==> src/rtl/crt_pkg.sv <==
// Package for the CSV record tokenizer: item and result types, configuration
// register layout, register indexes and the byte constants of the format.
// No dependencies.
`default_nettype none

package crt_pkg;

  // Fixed bytes of the CSV format.
  localparam logic [7:0] QUOTE_BYTE   = 8'h22;
  localparam logic [7:0] NEWLINE_BYTE = 8'h0A;

  // Configuration port geometry.
  localparam int CFG_IDX_W  = 3;
  localparam int CFG_DATA_W = 8;

  typedef enum logic [CFG_IDX_W-1:0] {
    CFG_FIELD_SEPARATOR   = 3'd0,
    CFG_COMMENT_MARKER    = 3'd1,
    CFG_QUOTED_SEP_EN     = 3'd2,
    CFG_QUOTED_NL_EN      = 3'd3,
    CFG_COMMENT_EN        = 3'd4,
    CFG_BLANK_SKIP_EN     = 3'd5
  } cfg_idx_t;

  // Reset values of the configuration registers.
  localparam logic [7:0] FIELD_SEPARATOR_RST = 8'd44;
  localparam logic [7:0] COMMENT_MARKER_RST  = 8'd35;

  typedef struct packed {
    logic [7:0] field_separator;
    logic [7:0] comment_marker;
    logic       quoted_separator_enable;
    logic       quoted_newline_enable;
    logic       comment_enable;
    logic       blank_skip_enable;
  } cfg_t;

  typedef struct packed {
    logic [7:0] in_byte;
    logic       end_of_input;
  } item_t;

  typedef struct packed {
    logic       has_byte;
    logic [7:0] out_byte;
    logic       cell_end;
    logic       row_end;
  } result_t;

  // Per-record parser flags.
  typedef struct packed {
    logic quote_odd;
    logic at_record_start;
    logic skipping_comment;
    logic cell_nonempty;
  } flags_t;

  localparam flags_t FLAGS_RST = '{quote_odd: 1'b0, at_record_start: 1'b1,
                                   skipping_comment: 1'b0, cell_nonempty: 1'b0};

endpackage

`default_nettype wire

==> src/rtl/crt_stream_ifs.sv <==
// Valid/ready stream interfaces for the input item and result channels.
// Does not depend on crt_pkg; the field widths are written out here.
`default_nettype none

interface crt_in_if;
  logic       valid;
  logic       ready;
  logic [7:0] in_byte;
  logic       end_of_input;

  modport source (output valid, output in_byte, output end_of_input, input ready);
  modport sink   (input valid, input in_byte, input end_of_input, output ready);
endinterface

interface crt_out_if;
  logic       valid;
  logic       ready;
  logic       has_byte;
  logic [7:0] out_byte;
  logic       cell_end;
  logic       row_end;

  modport source (output valid, output has_byte, output out_byte, output cell_end,
                  output row_end, input ready);
  modport sink   (input valid, input has_byte, input out_byte, input cell_end,
                  input row_end, output ready);
endinterface

`default_nettype wire

==> src/rtl/csv_record_tokenizer_core.sv <==
// CSV record tokenizer top level: input register, per-byte step logic, result register.
// An item waits in the input register until the result register has a free slot for its result.
// Throughput: one item per cycle while the result register is not stalled by the output channel.
// Items that cause no result pass through without occupying the result register.
// Reset (synchronous, active low) clears the pipeline valids and record flags and
// loads the configuration registers with their default values.
`default_nettype none

module csv_record_tokenizer_core (
  input  wire logic                          clk,
  input  wire logic                          rst_n,
  crt_in_if.sink                             in_ch,
  crt_out_if.source                          out_ch,
  input  wire logic                          cfg_we,
  input  wire logic [crt_pkg::CFG_IDX_W-1:0] cfg_index,
  input  wire logic [crt_pkg::CFG_DATA_W-1:0] cfg_data
);
  import crt_pkg::*;

  cfg_t    cfg;
  logic    s0_valid_r;
  item_t   s0_item_r;
  logic    s0_go;
  result_t step_res;
  logic    step_present;
  logic    slot_free;

  crt_cfg_regs u_cfg (
    .clk       (clk),
    .rst_n     (rst_n),
    .cfg_we    (cfg_we),
    .cfg_index (cfg_index),
    .cfg_data  (cfg_data),
    .cfg       (cfg)
  );

  // The held item moves on when it makes no result or the result slot is free.
  assign s0_go       = s0_valid_r && (slot_free || !step_present);
  assign in_ch.ready = !s0_valid_r || s0_go;

  // Input register.
  always_ff @(posedge clk) begin
    if (!rst_n) begin
      s0_valid_r <= 1'b0;
    end else if (in_ch.ready) begin
      s0_valid_r <= in_ch.valid;
    end
  end

  always_ff @(posedge clk) begin
    if (in_ch.ready && in_ch.valid) begin
      s0_item_r.in_byte      <= in_ch.in_byte;
      s0_item_r.end_of_input <= in_ch.end_of_input;
    end
  end

  crt_step u_step (
    .clk         (clk),
    .rst_n       (rst_n),
    .advance     (s0_go),
    .item        (s0_item_r),
    .cfg         (cfg),
    .res         (step_res),
    .res_present (step_present)
  );

  crt_out_reg u_out (
    .clk       (clk),
    .rst_n     (rst_n),
    .load      (s0_go && step_present),
    .res       (step_res),
    .slot_free (slot_free),
    .out_ch    (out_ch)
  );

  // A content byte never ends a cell or a row.
  a_byte_not_marker: assert property (@(posedge clk) disable iff (!rst_n)
    out_ch.valid |-> !(out_ch.has_byte && (out_ch.cell_end || out_ch.row_end)))
    else $error("content byte carries a cell or row end");

  // Without a content byte the byte field is zero.
  a_byte_zero: assert property (@(posedge clk) disable iff (!rst_n)
    (out_ch.valid && !out_ch.has_byte) |-> (out_ch.out_byte == 8'd0))
    else $error("out_byte nonzero without has_byte");

  // A held item that has a result but no free slot stays in the input register.
  a_stall_holds: assert property (@(posedge clk) disable iff (!rst_n)
    (s0_valid_r && step_present && !slot_free) |=> (s0_valid_r && $stable(s0_item_r)))
    else $error("stalled item lost from input register");

  // The input register is never refilled while its item is stuck.
  a_no_overrun: assert property (@(posedge clk) disable iff (!rst_n)
    (s0_valid_r && !s0_go) |-> !in_ch.ready)
    else $error("input accepted over a stalled item");

endmodule

`default_nettype wire

==> src/rtl/crt_cfg_regs.sv <==
// Configuration registers of the tokenizer, written through a plain write port.
// Depends on crt_pkg.
`default_nettype none

module crt_cfg_regs (
  input  wire logic                          clk,
  input  wire logic                          rst_n,
  input  wire logic                          cfg_we,
  input  wire logic [crt_pkg::CFG_IDX_W-1:0] cfg_index,
  input  wire logic [crt_pkg::CFG_DATA_W-1:0] cfg_data,
  output crt_pkg::cfg_t                      cfg
);
  import crt_pkg::*;

  cfg_t cfg_r;

  // Register writes; indexes beyond the list are ignored.
  always_ff @(posedge clk) begin
    if (!rst_n) begin
      cfg_r.field_separator         <= FIELD_SEPARATOR_RST;
      cfg_r.comment_marker          <= COMMENT_MARKER_RST;
      cfg_r.quoted_separator_enable <= 1'b1;
      cfg_r.quoted_newline_enable   <= 1'b1;
      cfg_r.comment_enable          <= 1'b1;
      cfg_r.blank_skip_enable       <= 1'b1;
    end else if (cfg_we) begin
      unique case (cfg_idx_t'(cfg_index))
        CFG_FIELD_SEPARATOR: cfg_r.field_separator         <= cfg_data;
        CFG_COMMENT_MARKER:  cfg_r.comment_marker          <= cfg_data;
        CFG_QUOTED_SEP_EN:   cfg_r.quoted_separator_enable <= cfg_data[0];
        CFG_QUOTED_NL_EN:    cfg_r.quoted_newline_enable   <= cfg_data[0];
        CFG_COMMENT_EN:      cfg_r.comment_enable          <= cfg_data[0];
        CFG_BLANK_SKIP_EN:   cfg_r.blank_skip_enable       <= cfg_data[0];
        default: ;
      endcase
    end
  end

  assign cfg = cfg_r;

endmodule

`default_nettype wire

==> src/rtl/crt_step.sv <==
// Per-byte tokenizer logic: record flags and the result decision for one item.
// Depends on crt_pkg.
`default_nettype none

module crt_step (
  input  wire logic            clk,
  input  wire logic            rst_n,
  input  wire logic            advance,
  input  wire crt_pkg::item_t  item,
  input  wire crt_pkg::cfg_t   cfg,
  output crt_pkg::result_t     res,
  output logic                 res_present
);
  import crt_pkg::*;

  flags_t flags_r;
  flags_t flags_nxt;

  // Classify the byte and decide the result and the next flags.
  always_comb begin
    logic is_nl;
    logic is_quote;
    logic is_sep;
    logic at_start_comment;
    is_nl    = (item.in_byte == NEWLINE_BYTE);
    is_quote = (item.in_byte == QUOTE_BYTE);
    is_sep   = (item.in_byte == cfg.field_separator);
    at_start_comment = cfg.comment_enable && (item.in_byte == cfg.comment_marker);

    flags_nxt   = flags_r;
    res_present = 1'b0;
    res         = '0;

    if (item.end_of_input) begin
      // Close an open record; a pending comment or empty start gives nothing.
      flags_nxt    = FLAGS_RST;
      res_present  = !flags_r.at_record_start && !flags_r.skipping_comment;
      res.cell_end = flags_r.cell_nonempty;
      res.row_end  = 1'b1;
    end else if (flags_r.skipping_comment) begin
      if (is_nl) flags_nxt = FLAGS_RST;
    end else if (flags_r.at_record_start && is_nl) begin
      // Blank record: skipped, or an empty row.
      if (!cfg.blank_skip_enable) begin
        flags_nxt   = FLAGS_RST;
        res_present = 1'b1;
        res.row_end = 1'b1;
      end
    end else if (flags_r.at_record_start && at_start_comment) begin
      flags_nxt.at_record_start  = 1'b0;
      flags_nxt.skipping_comment = 1'b1;
    end else begin
      flags_nxt.at_record_start = 1'b0;
      if (is_quote) flags_nxt.quote_odd = !flags_r.quote_odd;
      res_present = 1'b1;
      if (is_nl && !(flags_r.quote_odd && cfg.quoted_newline_enable)) begin
        // Record end; the parity is dropped even when odd.
        flags_nxt    = FLAGS_RST;
        res.cell_end = flags_r.cell_nonempty;
        res.row_end  = 1'b1;
      end else if (!is_nl && is_sep &&
                   !(flags_r.quote_odd && cfg.quoted_separator_enable)) begin
        flags_nxt.cell_nonempty = 1'b0;
        res.cell_end = 1'b1;
      end else begin
        // Content byte, including quoted newlines and separators.
        flags_nxt.cell_nonempty = 1'b1;
        res.has_byte = 1'b1;
        res.out_byte = item.in_byte;
      end
    end
  end

  always_ff @(posedge clk) begin
    if (!rst_n) begin
      flags_r <= FLAGS_RST;
    end else if (advance) begin
      flags_r <= flags_nxt;
    end
  end

endmodule

`default_nettype wire

==> src/rtl/crt_out_reg.sv <==
// Result register that drives the output channel and frees itself on a take.
// Depends on crt_pkg and crt_out_if.
`default_nettype none

module crt_out_reg (
  input  wire logic             clk,
  input  wire logic             rst_n,
  input  wire logic             load,
  input  wire crt_pkg::result_t res,
  output logic                  slot_free,
  crt_out_if.source             out_ch
);
  import crt_pkg::*;

  logic    valid_r;
  result_t res_r;

  // The slot can take a new result when empty or when its item leaves now.
  assign slot_free = !valid_r || out_ch.ready;

  always_ff @(posedge clk) begin
    if (!rst_n) begin
      valid_r <= 1'b0;
    end else if (slot_free) begin
      valid_r <= load;
    end
  end

  always_ff @(posedge clk) begin
    if (load && slot_free) begin
      res_r <= res;
    end
  end

  assign out_ch.valid    = valid_r;
  assign out_ch.has_byte = res_r.has_byte;
  assign out_ch.out_byte = res_r.out_byte;
  assign out_ch.cell_end = res_r.cell_end;
  assign out_ch.row_end  = res_r.row_end;

endmodule

`default_nettype wire
==> src/flat_wrapper.sv <==
// flat-port wrapper written by rule: the top's interface ports become plain ports
module csv_record_tokenizer_core_flat import crt_pkg::*;
  (clk, rst_n, cfg_we, cfg_index, cfg_data, in_ch_valid, in_ch_in_byte, in_ch_end_of_input, in_ch_ready, out_ch_valid, out_ch_has_byte, out_ch_out_byte, out_ch_cell_end, out_ch_row_end, out_ch_ready);
  crt_in_if in_ch_i ();
  crt_out_if out_ch_i ();
  input  wire logic clk;
  input  wire logic rst_n;
  input  wire logic cfg_we;
  input  wire logic [crt_pkg::CFG_IDX_W-1:0] cfg_index;
  input  wire logic [crt_pkg::CFG_DATA_W-1:0] cfg_data;
  input wire logic [$bits(in_ch_i.valid)-1:0] in_ch_valid;
  input wire logic [$bits(in_ch_i.in_byte)-1:0] in_ch_in_byte;
  input wire logic [$bits(in_ch_i.end_of_input)-1:0] in_ch_end_of_input;
  output wire logic [$bits(in_ch_i.ready)-1:0] in_ch_ready;
  output wire logic [$bits(out_ch_i.valid)-1:0] out_ch_valid;
  output wire logic [$bits(out_ch_i.has_byte)-1:0] out_ch_has_byte;
  output wire logic [$bits(out_ch_i.out_byte)-1:0] out_ch_out_byte;
  output wire logic [$bits(out_ch_i.cell_end)-1:0] out_ch_cell_end;
  output wire logic [$bits(out_ch_i.row_end)-1:0] out_ch_row_end;
  input wire logic [$bits(out_ch_i.ready)-1:0] out_ch_ready;
  assign in_ch_i.valid = in_ch_valid;
  assign in_ch_i.in_byte = in_ch_in_byte;
  assign in_ch_i.end_of_input = in_ch_end_of_input;
  assign in_ch_ready = in_ch_i.ready;
  assign out_ch_valid = out_ch_i.valid;
  assign out_ch_has_byte = out_ch_i.has_byte;
  assign out_ch_out_byte = out_ch_i.out_byte;
  assign out_ch_cell_end = out_ch_i.cell_end;
  assign out_ch_row_end = out_ch_i.row_end;
  assign out_ch_i.ready = out_ch_ready;
  csv_record_tokenizer_core u_core (.clk(clk), .rst_n(rst_n), .in_ch(in_ch_i), .out_ch(out_ch_i), .cfg_we(cfg_we), .cfg_index(cfg_index), .cfg_data(cfg_data));
endmodule
==> config.mk <==
export PLATFORM = sky130hd
export DESIGN_NAME = csv_record_tokenizer_core_flat
export DESIGN_NICKNAME = d
export VERILOG_FILES = /design/src/rtl/crt_pkg.sv /design/src/rtl/crt_stream_ifs.sv /design/src/rtl/csv_record_tokenizer_core.sv /design/src/rtl/crt_cfg_regs.sv /design/src/rtl/crt_step.sv /design/src/rtl/crt_out_reg.sv /design/src/flat_wrapper.sv
export SDC_FILE = /design/constraint.sdc
export NUM_CORES = 1
export LEC_CHECK = 0
export ABC_AREA = 1
export BUFFER_PORTS_ARGS = -buffer_cell sky130_fd_sc_hd__buf_2
export CORE_MARGIN = 5
export CORE_UTILIZATION = 30
export DETAILED_ROUTE_END_ITERATION = 10
export GPL_ROUTABILITY_DRIVEN = 1
export GPL_TIMING_DRIVEN = 0
export PLACE_DENSITY_LB_ADDON = 0.12
export SLEW_MARGIN = 40
export SYNTH_ARGS = -nofsm -noshare
export SYNTH_HDL_FRONTEND = slang
export SYNTH_SLANG_ARGS = --single-unit
==> constraint.sdc <==
create_clock -name clk -period 3.1 [get_ports clk]
set_input_delay 0.31 -clock clk [delete_from_list [all_inputs] [get_ports clk]]
set_output_delay 0.31 -clock clk [all_outputs]
set_load 0.05 [all_outputs]
Word level (Yosys, flattened, before mapping)
Cells that the tools add are included.
{"block": "totals", "regBits": 46, "output_inout_bits": 13, "elab_cells": 94}
{"block": "classes", "n_eq_ne": 12, "n_mux": 26, "n_reduce_logical": 38}
{"op": "4-bit 2-to-1 mux", "count": 5}
{"op": "8-bit equality test", "count": 2}
{"op": "1-bit 2-to-1 mux", "count": 15}
{"op": "1-bit logical AND", "count": 13}
{"op": "2-bit AND reduction", "count": 6}
{"op": "1-bit logical NOT", "count": 9}
{"op": "9-bit 2-to-1 mux", "count": 1}
{"op": "8-bit by 4-bit equality test with 1-bit output, second input constant", "count": 1}
{"op": "8-bit by 6-bit equality test with 1-bit output, second input constant", "count": 1}
{"op": "2-bit 2-to-1 mux", "count": 4}
{"op": "4-bit by 3-bit inequality test with 1-bit output, second input constant", "count": 2}
{"op": "3-bit by 2-bit equality test with 1-bit output, second input constant", "count": 2}
{"op": "3-bit equality test, second input constant", "count": 2}
{"op": "6-bit OR reduction", "count": 1}
{"op": "5-bit AND reduction", "count": 1}
{"op": "5-bit nonzero test", "count": 1}
{"op": "5-bit OR reduction", "count": 1}
{"op": "4-bit AND reduction", "count": 1}
{"op": "3-bit by 1-bit equality test with 1-bit output, second input constant", "count": 1}
{"op": "3-bit logical NOT", "count": 1}
{"op": "1-bit logical OR", "count": 3}
{"op": "3-bit 2-to-1 mux", "count": 1}
{"op": "3-bit by 1-bit inequality test with 1-bit output, second input constant", "count": 1}
{"op": "3-bit AND reduction", "count": 1}

Logic depth before layout (Yosys ltp)
Gate-level depths: netlist (run 1).
{"block": "logic_depth", "word_depth": 12, "depth_mapped": 16, "mapped_depth_nobuf": 16}

Hierarchy
A second synthesis (run 1) with hierarchy kept.
{"block": "hier_totals", "cells_unflattened": 289, "hier_area_um2": 2353.5}
{"module": "crt_cfg_regs", "instances": 1, "cells_per_inst": 120, "area_per_inst_um2": 847.1, "seq_area_each_um2": 400.4}
{"module": "crt_step", "instances": 1, "cells_per_inst": 131, "area_per_inst_um2": 780.7, "seq_area_each_um2": 80.1}
{"module": "crt_out_reg", "instances": 1, "cells_per_inst": 18, "area_per_inst_um2": 381.6, "seq_area_each_um2": 350.3}
{"module": "csv_record_tokenizer_core", "instances": 1, "cells_per_inst": 20, "area_per_inst_um2": 344.1, "seq_area_each_um2": 290.3}

Least setup slack after synthesis (run 1)
No wires, ideal clock.
{"block": "synth_timing", "path_kind": "reg2reg", "from": "reg u_core.s0_item_r[8] (netlist name)", "to": "reg u_core.s0_item_r[0] (netlist name), enable pin", "setup_ps": 329, "arrival_time_ps": 1887, "required_ps": 2771, "slack_ps": 884, "path_stages_with_launch": 12, "synth_period_minus_slack_ps": 2216, "cell_sequence": "edfxtp_1 nor2_1 nand3_2 nor2_4 nand3_2 nand2_1 inv_1 nand2_2 nand2_2 nand3_1 nand2_1 inv_1"}
{"block": "synth_via", "elab_chain_len": 12, "word_cells_on_any_way": 14, "classes_between": "eq/ne (2); mux (4); reduce/logical (8)"}
{"element": "from (decl)", "line_no": "csv_record_tokenizer_core.sv:22", "source": "item_t s0_item_r;"}
{"element": "8-bit equality test", "line_no": "crt_step.sv:28", "source": "at_start_comment = cfg.comment_enable && (item.in_byte == cfg.comment_marker);"}
{"element": "1-bit logical AND", "line_no": "crt_step.sv:28"}
{"element": "1-bit logical AND", "line_no": "crt_step.sv:49", "source": "end else if (flags_r.at_record_start && at_start_comment) begin"}
{"element": "1-bit 2-to-1 mux", "line_no": "crt_step.sv:49"}
{"element": "1-bit 2-to-1 mux (*)", "line_no": "crt_step.sv:42", "source": "end else if (flags_r.at_record_start && is_nl) begin"}
{"element": "1-bit 2-to-1 mux (*)", "line_no": "crt_step.sv:40", "source": "end else if (flags_r.skipping_comment) begin"}
{"element": "1-bit 2-to-1 mux (*)", "line_no": "crt_step.sv:34", "source": "if (item.end_of_input) begin"}
{"element": "1-bit logical NOT (*)", "line_no": "csv_record_tokenizer_core.sv:38", "source": "assign s0_go = s0_valid_r && (slot_free || !step_present);"}
{"element": "1-bit logical OR (*)", "line_no": "csv_record_tokenizer_core.sv:38"}
{"element": "1-bit logical AND (*)", "line_no": "csv_record_tokenizer_core.sv:38"}
{"element": "1-bit logical OR (*)", "line_no": "csv_record_tokenizer_core.sv:39", "source": "assign in_ch.ready = !s0_valid_r || s0_go;"}
{"element": "via in_ch_ready", "line_no": "flat_wrapper.sv:14", "source": "output wire logic [$bits(in_ch_i.ready)-1:0] in_ch_ready;"}
{"element": "1-bit logical AND (*)", "line_no": "csv_record_tokenizer_core.sv:51", "source": "if (in_ch.ready && in_ch.valid) begin"}
The timed path passes the listed nets; every way through them passes the cells marked *.
A chain may end at the register's enable or synchronous reset.

Worst setup path after layout (run 1)
{"block": "layout_timing", "from": "reg u_core.s0_item_r[8] (netlist name)", "to": "out in_ch_ready"}
{"block": "layout_via", "elab_chain_len": 11, "word_cells_on_any_way": 13, "classes_between": "eq/ne (2); mux (4); reduce/logical (7)"}
{"element": "8-bit equality test", "line_no": "crt_step.sv:28"}
{"element": "1-bit logical AND", "line_no": "crt_step.sv:28"}
{"element": "1-bit logical AND", "line_no": "crt_step.sv:49"}
{"element": "1-bit 2-to-1 mux", "line_no": "crt_step.sv:49"}
{"element": "1-bit 2-to-1 mux (*)", "line_no": "crt_step.sv:42"}
{"element": "1-bit 2-to-1 mux (*)", "line_no": "crt_step.sv:40"}
{"element": "1-bit 2-to-1 mux (*)", "line_no": "crt_step.sv:34"}
{"element": "1-bit logical NOT (*)", "line_no": "csv_record_tokenizer_core.sv:38"}
{"element": "1-bit logical OR (*)", "line_no": "csv_record_tokenizer_core.sv:38"}
{"element": "1-bit logical AND (*)", "line_no": "csv_record_tokenizer_core.sv:38"}
{"element": "1-bit logical OR (*)", "line_no": "csv_record_tokenizer_core.sv:39"}
{"element": "to (decl)", "line_no": "flat_wrapper.sv:14"}
Every way passes the cells marked *; elsewhere a longest branch is shown, timed or not.

==> results.ini, run 1 <==
[floorplan]
fp-row-count=30
dieArea_mm2=0.008734
initial_core_util_pct=30.76
fp.dieW_um=93.46
num_io_pins=38
coreArea_mm2=0.006794
die_h_um=93.46

[drt]
via_per_inst=4.344
vias=1707
first_pass_iters=4
detail-route-antenna-nets=0
drtIter0Drc=98
drt-total-wl_um=4884
drcViolationCount=0
wire_per_inst_um=12.43

[place]
dpl.cell_count=385
pre_cts_ws_ns=0.8491
dpl.hpwl_um=3705
io_buffers=36
gp_congestion=0.7785

[synthesis]
avgSynthCellArea_um2=8.259
async_flop_share_pct=0
synth_nets=278
yosys.area.top_type_share_pct=28.74
ys_ff_latch=46
synth_edf_count=20
synth_common_cells=45 x nand2_1, 39 x nor2_1, 30 x inv_1
synth.distinct_cells=26
postSynthCellCount=253
netlist_top_cells_area=edfxtp_1 29%, dfxtp_1 25%, nand2_1 8.1%, nor2_1 7.0%, inv_1 5.4%
synth.most_common_cell=nand2_1
yosys_warnings=0
yosys.area.top_type=edfxtp_1
synth_ff_type=dfxtp_1
seq_area_frac_synth_pct=53.65
syn_area_mm2=0.002090

[sta]
fmax_mhz=435.9
period_needed_ns=2.294
clock_skew_ns=0.01035
finalSetupTns_ns=0
fin_crit_sh_pct=74.00
slew_headroom_pct=67.03
rsz0062_at_grt=no
post-route-worst-setup-slack_ns=0.8059
whs_ns=0.1754
setup_viol=0
final-hold-violation-count=0
tightest_slew_ns=0.4940
maxSlewViolCount=0

[pwr]
p_int_mw=0.8643
seq_power_share_pct=57.4
comb_power_share_pct=12.2
p_leak_nw=1.090
p_sw_share_pct=27.25
powerDensity_mw_per_mm2=480.8
p_clk_share_pct=30.4
peakVddDrop_mv=0.1889
p_switching_mw=0.3238
power_mw=1.188

[run]
maxCapViolCount=0

[clocking]
postCtsSetupBuffers=0
root_buffer=clkbuf_8
cts.path.max_buffers=2
clkSinkCount=46
cts_buffers=5
cts.repair.resized=0
cts_tree=done
ctsHoldBuffers=0
path_clk_slew_ns=0.09
htree_levels=2
clk_latency_ns=0.30

[global_route]
track_usage_pct=11.91
grt_first_pass_wirelength_um=8017
grt_max_degree=14
antenna_found_initial=0
gr-total-overflow=0
grt_pass1_vias=1650

[final_layout]
antenna_cells=0
fillers=742
final_layout_size_suffix_gt1_share_pct=19.87
final_cells=393
nets=321
syn_to_final_growth_pct=18.26

[worst_setup_path]
critical_path_class=flop to output port
critical_path.cell_chain=nor2_1 > nand3_2 > nor2_4 > nand3_2 > nand2_1 > inv_1 > nand2_2 > nand2_2 > nand3_1 > buf_2
endpoint_kind=output port
slowest_stage=edfxtp_1
max_stage_delay_ns=0.45
cp.arrival_ns=1.98
cp-start-kind=flop
crit_fanout=4
required_ns=2.79

[worst_hold_path]
hold_class=input port to flop

[run_status]
status=complete, no violations

## metrics by stage
stage / area [um^2] / util, %
floorplan: 2090 / -
global placement: 2390 / 35.18
detailed placement: 2390 / 35.18
CTS: 2471 / 36.37
global route: 2471 / 36.37
finish: 2471 / 36.37
## cells by family (layout without fill, tap and decap cells)
family / Yosys count / after routing / synth area share [%]
XOR/XNOR: 8 / 8 / 3.353
AO/OA/AOI/OAI: 39 / 39 / 10.06
flip-flops: 46 / 46 / 53.65
buffers and inverters: 40 / 84 / 7.186
AND/OR/NAND/NOR: 120 / 120 / 25.75
## registers in the layout (all words and copies together), names as in the netlist
register	count
u_core.u_out.out_ch.valid	1
u_core.u_cfg.cfg	20
u_core.u_out.out_ch.row_end	1
u_core.u_step.flags_r	4
u_core.u_out.out_ch.out_byte	8
u_core.u_out.out_ch.has_byte	1
u_core.s0_valid_r	1
u_core.s0_item_r	9
u_core.u_out.out_ch.cell_end	1
## placed cells by master, fill, tap and decap left out, types with 5 or more instances in the layout
cell type	n
a21oi_1	14
nand2_2	5
buf_2	36
nand2_1	45
inv_1	30
inv_2	7
nor2_1	39
edfxtp_1	20
nand3_1	15
o21ai_0	18
dfxtp_1	26
xor2_1	7
clkbuf_8	5
## worst max-delay path, delay by kind of cell, from the launching register on
family	cells	cell delay, ns
buffers and inverters	2	0.32
flip-flops	1	0.45
AND/OR/NAND/NOR	8	0.91
## power by group through the flow
stage / sequential, mW / combinational [mW] / clock [mW]
2_1_floorplan: 0.712 / 0.0791 / 0
3_3_place_gp: 0.696 / 0.145 / 0
3_5_place_dp: 0.696 / 0.146 / 0
4_1_cts: 0.682 / 0.147 / 0.370
5_1_grt: 0.686 / 0.164 / 0.400
6_report: 0.682 / 0.144 / 0.362
## worst paths after layout
path	start	to	slack, ns	depth (start not counted)
hold / removal	in_ch_in_byte[3]	u_core.s0_item_r[4]	0.18	1
hold reg to reg	u_core.u_cfg.cfg[12]	u_core.u_cfg.cfg[12]	0.47	2
setup reg to reg	u_core.s0_item_r[8]	u_core.s0_item_r[2]	0.88	11
setup / recovery	u_core.s0_item_r[8]	in_ch_ready	0.81	10
## routing by layer
metal | routed length, um | track usage (%)
met1 | 2403 | 15.57
met3 | 228 | 3.218
met2 | 2198 | 18.94
met4 | 54 | 4.029
met5 | 0 | 0
## layout make-up
cell class                 count  area (um^2)  area share, %
buffer                         3        11.26         0.4557
clock buffer                   6        72.57          2.937
clock inverter                 2        8.758         0.3544
inverter                      37        138.9          5.620
multi-input combinational    167        818.3          33.11
sequential                    46         1121          45.37
tap                           96        120.1          4.861
timing repair buffer          36        180.2          7.291
No activity file was read; power rests on OpenSTA's default activity.
==> inputs of run 2 (changes only) <==
Clock period 3.1 ns to 2.4 ns, I/O delays scaled along.
==> run 2 against run 1 <==
Effect of this change: clock power up 29%; largest cell class unchanged; worst hold slack worse by 0.070 ns; setup slack worse by 0.61 ns; final cell count unchanged; largest power group unchanged; critical path depth down 1; final area up 0.25%; sequential share of layout area down 0.11 points; highest routed layer unchanged.
==> results.ini, run 2 (same netlist as run 1, synthesis figures left out) <==
[sta]
rsz0062_at_grt=no
setup_viol=0  ; unchanged
fmax_mhz=453.6
slew_headroom_pct=67.41  ; +0.38 points
finalSetupTns_ns=0  ; unchanged
clock_skew_ns=0.01035  ; unchanged
final-hold-violation-count=0  ; unchanged
tightest_slew_ns=0.4888  ; -0.005171 ns
maxSlewViolCount=0  ; unchanged
whs_ns=0.1054  ; -0.07000 ns
period_needed_ns=2.204
fin_crit_sh_pct=91.85

[drt]
vias=1707  ; unchanged
via_per_inst=4.344  ; unchanged
drt-total-wl_um=4883  ; about the same
drcViolationCount=0  ; unchanged
wire_per_inst_um=12.42  ; about the same
first_pass_iters=4  ; unchanged
drtIter0Drc=92  ; -6.1%
detail-route-antenna-nets=0  ; unchanged

[global_route]
antenna_found_initial=0  ; unchanged
grt_max_degree=14  ; unchanged
grt_util_met2_pct=18.94  ; unchanged
grt.met1_usage_pct=15.57  ; unchanged
grt_first_pass_wirelength_um=8017  ; unchanged
grt_busiest_layer=met2
grt_use_met3_pct=3.218  ; unchanged
track_usage_pct=11.91  ; unchanged
grt_pass1_vias=1650  ; unchanged
gr-total-overflow=0  ; unchanged

[final_layout]
nets=321  ; unchanged
layout_commonest_cell=nand2_1
final_cell_mix=45 x nand2_1, 39 x nor2_1, 35 x buf_2, 29 x inv_1, 26 x dfxtp_1
final_layout_size_suffix_gt1_share_pct=20.20  ; +0.34 points
syn_to_final_growth_pct=18.56
antenna_cells=0  ; unchanged
fillers=743  ; +0.13%
largest_register_ffs=20  ; unchanged

[floorplan]
die_h_um=93.46  ; unchanged
dieArea_mm2=0.008734  ; unchanged
coreArea_mm2=0.006794  ; unchanged
fp-row-count=30  ; unchanged
num_io_pins=38  ; unchanged
initial_core_util_pct=30.76  ; unchanged
fp.dieW_um=93.46  ; unchanged

[clocking]
path_clk_slew_ns=0.09  ; about the same
cts_buffers=5  ; unchanged
clkSinkCount=46  ; unchanged
htree_levels=2  ; unchanged
cts.path.max_buffers=2  ; unchanged
clk_latency_ns=0.30  ; about the same
ctsHoldBuffers=0  ; unchanged
root_buffer=clkbuf_8
cts_tree=done

[run]
maxCapViolCount=0  ; unchanged

[worst_setup_path]
worstSetupStartpoint=u_core.s0_item_r[8]
slowest_stage=edfxtp_1
crit_fanout=5  ; +1
critical_path.cell_chain=nor2_1 > nand3_2 > nor2_4 > nand2_2 > nand3_2 > nand2_2 > nand2_2 > nand3_1 > clkbuf_4
reg2reg_slack_ns=0.22  ; -0.66 ns
cp.arrival_ns=1.96  ; -0.02 ns
endpoint_kind=output port
required_ns=2.16  ; -0.63 ns
rr_startpoint=u_core.s0_item_r[8]
r2r-end=u_core.s0_item_r[2]
cp-start-kind=flop
rr_worst_depth=10  ; -1
crit_top_cell=nand2_2
max_stage_delay_ns=0.45  ; about the same
critical_path_class=flop to output port

[place]
gp_congestion=0.7785  ; unchanged
io_buffers=36  ; unchanged
dpl.hpwl_um=3705  ; unchanged

[pwr]
p_leak_nw=1.087  ; -0.29%
peakVddDrop_mv=0.2440  ; +29%
powerDensity_mw_per_mm2=619.8  ; +29%

[worst_hold_path]
hold_depth=1  ; unchanged
worstHoldEndpoint=u_core.s0_item_r[4]
hold_class=input port to flop
min-delay-start=in_ch_in_byte[3]

[run_status]
status=complete, no violations

[run 2: per-stage QoR]
step / std cells / setup slack (ns) / power (mW) / area, um^2 / util, %
floorplan: 253 / 0.1837 / 1.022 / 2090 / -
global placement: 385 / 0.1418 / 1.086 / 2390 / 35.18
detailed placement: 385 / 0.1491 / 1.088 / 2390 / 35.18
CTS: 393 / 0.1293 / 1.548 / 2471 / 36.37
global route: 393 / 0.02331 / 1.615 / 2477 / 36.46
finish: 393 / 0.1956 / 1.535 / 2477 / 36.46
[run 2: final cells by class]
cell class,instances,area (um^2),share of cell area [%]
Buffer,3,11.26,0.4545
Clock buffer,6,72.57,2.929
Clock inverter,2,8.758,0.3535
Inverter,37,142.6,5.758
Multi-Input combinational cell,167,818.3,33.03
Sequential cell,46,1121,45.25
Tap cell,96,120.1,4.848
Timing Repair Buffer,36,182.7,7.374
[run 2: worst max-delay path: cells and delay by family, from the launching register on]
family | cells | cell delay [ns]
buffers and inverters | 1 | 0.23
flip-flops | 1 | 0.45
AND/OR/NAND/NOR | 8 | 0.96
[run 2: what timing repair did]
action,CTS,global route
buffers inserted,0,0
endpoints found under the setup margin,0,10
gates resized for setup,0,2
[run 2: worst max path at each step]
| stage | to | depth (start not counted) |
|---|---|---|
| after floorplan | u_core.s0_item_r[0] | 11 |
| after global placement | u_core.s0_item_r[3] | 11 |
| after detailed placement | u_core.s0_item_r[3] | 11 |
| after CTS | u_core.s0_item_r[2] | 11 |
| after global routing | in_ch_ready | 10 |
| final | in_ch_ready | 9 |
[run 2: where the power goes]
part	switching (mW)	internal, mW	total [mW]	leakage (nW)
combinational	0.126	0.0616	0.187	0.643
clock	0.266	0.201	0.467	0.0426
sequential	0.0267	0.854	0.881	0.401
[run 2: per-layer routing]
layer	wire length, um	share of wire [%]
met3	228	4.7
met4	54	1.1
met5	0	0
met1	2401	49
met2	2199	45
==> inputs of run 3 (changes only) <==
Settings changed: CORE_UTILIZATION 30 to 40, RECOVER_POWER set to 50.
==> run 3 against run 2 <==
Effect of this change: final cell count shrank 6.6%; routed wire length down 7.2%; core utilization increased by 12 points.
==> results.ini, run 3 (same netlist as run 1, synthesis figures left out) <==
[pwr]
p_clk_share_pct=34.8  ; +4.4 points
p_switching_mw=0.4096  ; -2.2%
p_sw_share_pct=25.14  ; -2.1 points
p_leak_nw=1.071  ; -1.4%
seq_power_share_pct=54.0  ; -3.4 points
powerDensity_mw_per_mm2=664.7  ; +7.3%
peakVddDrop_mv=0.3440  ; +41%
p_int_mw=1.220  ; +9.2%
comb_power_share_pct=11.2  ; -1.0 points

[worst_hold_path]
hold_depth=1  ; unchanged
worstHoldEndpoint=u_core.s0_item_r[4]
min-delay-start=in_ch_in_byte[3]
hold_class=input port to flop

[floorplan]
initial_core_util_pct=41.17  ; +10 points
die_h_um=82.28  ; -12%
fp.dieW_um=82.28  ; -12%
fp-row-count=26  ; -13%
coreArea_mm2=0.005075  ; -25%
num_io_pins=38  ; unchanged
dieArea_mm2=0.006769  ; -22%

[drt]
detail-route-antenna-nets=0  ; unchanged
wire_per_inst_um=12.35  ; -0.61%
drt-total-wl_um=4532  ; -7.2%
vias=1717  ; +0.59%
first_pass_iters=6  ; +2
drtIter0Drc=132  ; +43%
drcViolationCount=0  ; unchanged
via_per_inst=4.678  ; +7.7%

[worst_setup_path]
endpoint_kind=output port
max_stage_delay_ns=0.45  ; about the same
slowest_stage=edfxtp_1
critical_path.cell_chain=nor2_1 > nand3_2 > nor2_4 > nand3_2 > nand2_1 > inv_1 > nand2_2 > nand2_2 > nand3_1 > buf_2
cp.arrival_ns=1.98  ; +0.02 ns
required_ns=2.16  ; about the same
reg2reg_slack_ns=0.20  ; -0.02 ns
rr_worst_depth=11  ; +1
crit_fanout=4  ; -1
cp-start-kind=flop
r2r-end=u_core.s0_item_r[2]
rr_startpoint=u_core.s0_item_r[8]
critical_path_class=flop to output port

[global_route]
gr-total-overflow=0  ; unchanged
grt_max_degree=15  ; +1
grt_pass1_vias=1619  ; -1.9%
grt_first_pass_wirelength_um=7376  ; -8.0%
track_usage_pct=14.54  ; +2.6 points
antenna_found_initial=0  ; unchanged

[sta]
finalSetupTns_ns=0  ; unchanged
final-hold-violation-count=0  ; unchanged
clock_skew_ns=0.005358  ; -0.004995 ns
tightest_slew_ns=0.5970  ; +0.1082 ns
maxSlewViolCount=0  ; unchanged
fmax_mhz=449.5  ; -0.92%
rsz0062_at_grt=no
fin_crit_sh_pct=92.70  ; +0.85 points
slew_headroom_pct=60.37  ; -7.0 points
setup_viol=0  ; unchanged
period_needed_ns=2.225  ; +0.02041 ns

[final_layout]
multi_input_area_um2=818.3  ; unchanged
nets=321  ; unchanged
largest_register_ffs=20  ; unchanged
fillers=541  ; -27%
post-route-util_pct=48.30  ; +12 points
seq_area_mm2=0.001121  ; unchanged
layout_commonest_cell=nand2_1
syn_to_final_growth_pct=17.31
final_layout_size_suffix_gt1_share_pct=16.50  ; -3.7 points
final_cells=367  ; -6.6%
antenna_cells=0  ; unchanged
final_cell_mix=45 x nand2_1, 39 x nor2_1, 30 x inv_1, 26 x dfxtp_1, 24 x buf_2

[clocking]
cts.repair.resized=0  ; unchanged
cts.path.max_buffers=2  ; unchanged
ctsHoldBuffers=0  ; unchanged
clk_latency_ns=0.30  ; about the same
cts_buffers=5  ; unchanged
cts_tree=done
clkSinkCount=46  ; unchanged
root_buffer=clkbuf_8
postCtsSetupBuffers=0  ; unchanged
htree_levels=2  ; unchanged
path_clk_slew_ns=0.08  ; about the same

[run]
maxCapViolCount=0  ; unchanged

[place]
io_buffers=36  ; unchanged
dpl.cell_count=359  ; -6.8%
dpl.hpwl_um=3422  ; -7.7%
gp_congestion=0.8190  ; +5.2%

[run_status]
status=complete, no violations

==> run 3: cell count changes in the layout (fill, tap and decap cells not counted) <==
| cell | delta |
|---|---|
| clkinvlp_4 | -1 |
| inv_1 | +1 |
| clkbuf_4 | -1 |
| clkbuf_1 | +11 |
| buf_2 | -11 |
| clkinv_1 | -1 |
| clkinv_2 | +1 |
| bufinv_16 | +1 |
==> run 3: power groups by stage <==
stage | clock (mW) | sequential, mW | combinational, mW
2_1_floorplan | 0 | 0.920 | 0.102
3_3_place_gp | 0 | 0.897 | 0.184
3_5_place_dp | 0 | 0.898 | 0.186
4_1_cts | 0.583 | 0.880 | 0.187
5_1_grt | 0.623 | 0.884 | 0.207
6_report | 0.567 | 0.880 | 0.182
==> run 3: critical path: cells and delay by family (launching register included) <==
kind	cells	cell delay (ns)
flops	1	0.45
buf+inv	2	0.32
simple gates	8	0.91
==> run 3: worst max path at each step <==
stage	endpoint	slack [ns]	cells past startpoint	start
2_1_floorplan	u_core.s0_item_r[0]	0.18	11	u_core.s0_item_r[8]
3_3_place_gp	u_core.s0_item_r[1]	0.16	11	u_core.s0_item_r[8]
3_5_place_dp	u_core.s0_item_r[5]	0.19	11	u_core.s0_item_r[8]
4_1_cts	in_ch_ready	0.16	10	u_core.s0_item_r[8]
5_1_grt	in_ch_ready	0.02	10	u_core.s0_item_r[8]
6_report	in_ch_ready	0.18	10	u_core.s0_item_r[8]
==> run 3: per-layer routing <==
layer / track usage, % / wire (um) / up-vias / share of wire [%]
met2: 23.48 / 2020 / 53 / 45
li1: - / - / 911 / -
met4: 4.983 / 73 / 0 / 1.6
met1: 19.00 / 2176 / 745 / 48
met3: 3.471 / 262 / 8 / 5.8
met5: 0 / 0 / - / 0
==> run 3: cell type report <==
class | count | share of cell area (%)
sequential | 46 | 45.74
multi-input combinational | 167 | 33.38
timing repair buffer | 36 | 6.738
inverter | 37 | 5.666
tap | 70 | 3.573
clock buffer | 5 | 2.808
clock inverter | 3 | 1.633
buffer | 3 | 0.4594
==> run 3: per-stage QoR <==
step           power (mW)  cell area (um^2)  hold slack [ns]  setup WS [ns]
2_1_floorplan       1.022              2090           0.3389         0.1837
3_3_place_gp        1.082              2357           0.4162         0.1604
3_5_place_dp        1.084              2357           0.4185         0.1900
4_1_cts             1.649              2466           0.1056         0.1615
5_1_grt             1.714              2451          0.09657        0.02159
6_report            1.629              2451           0.1126         0.1752
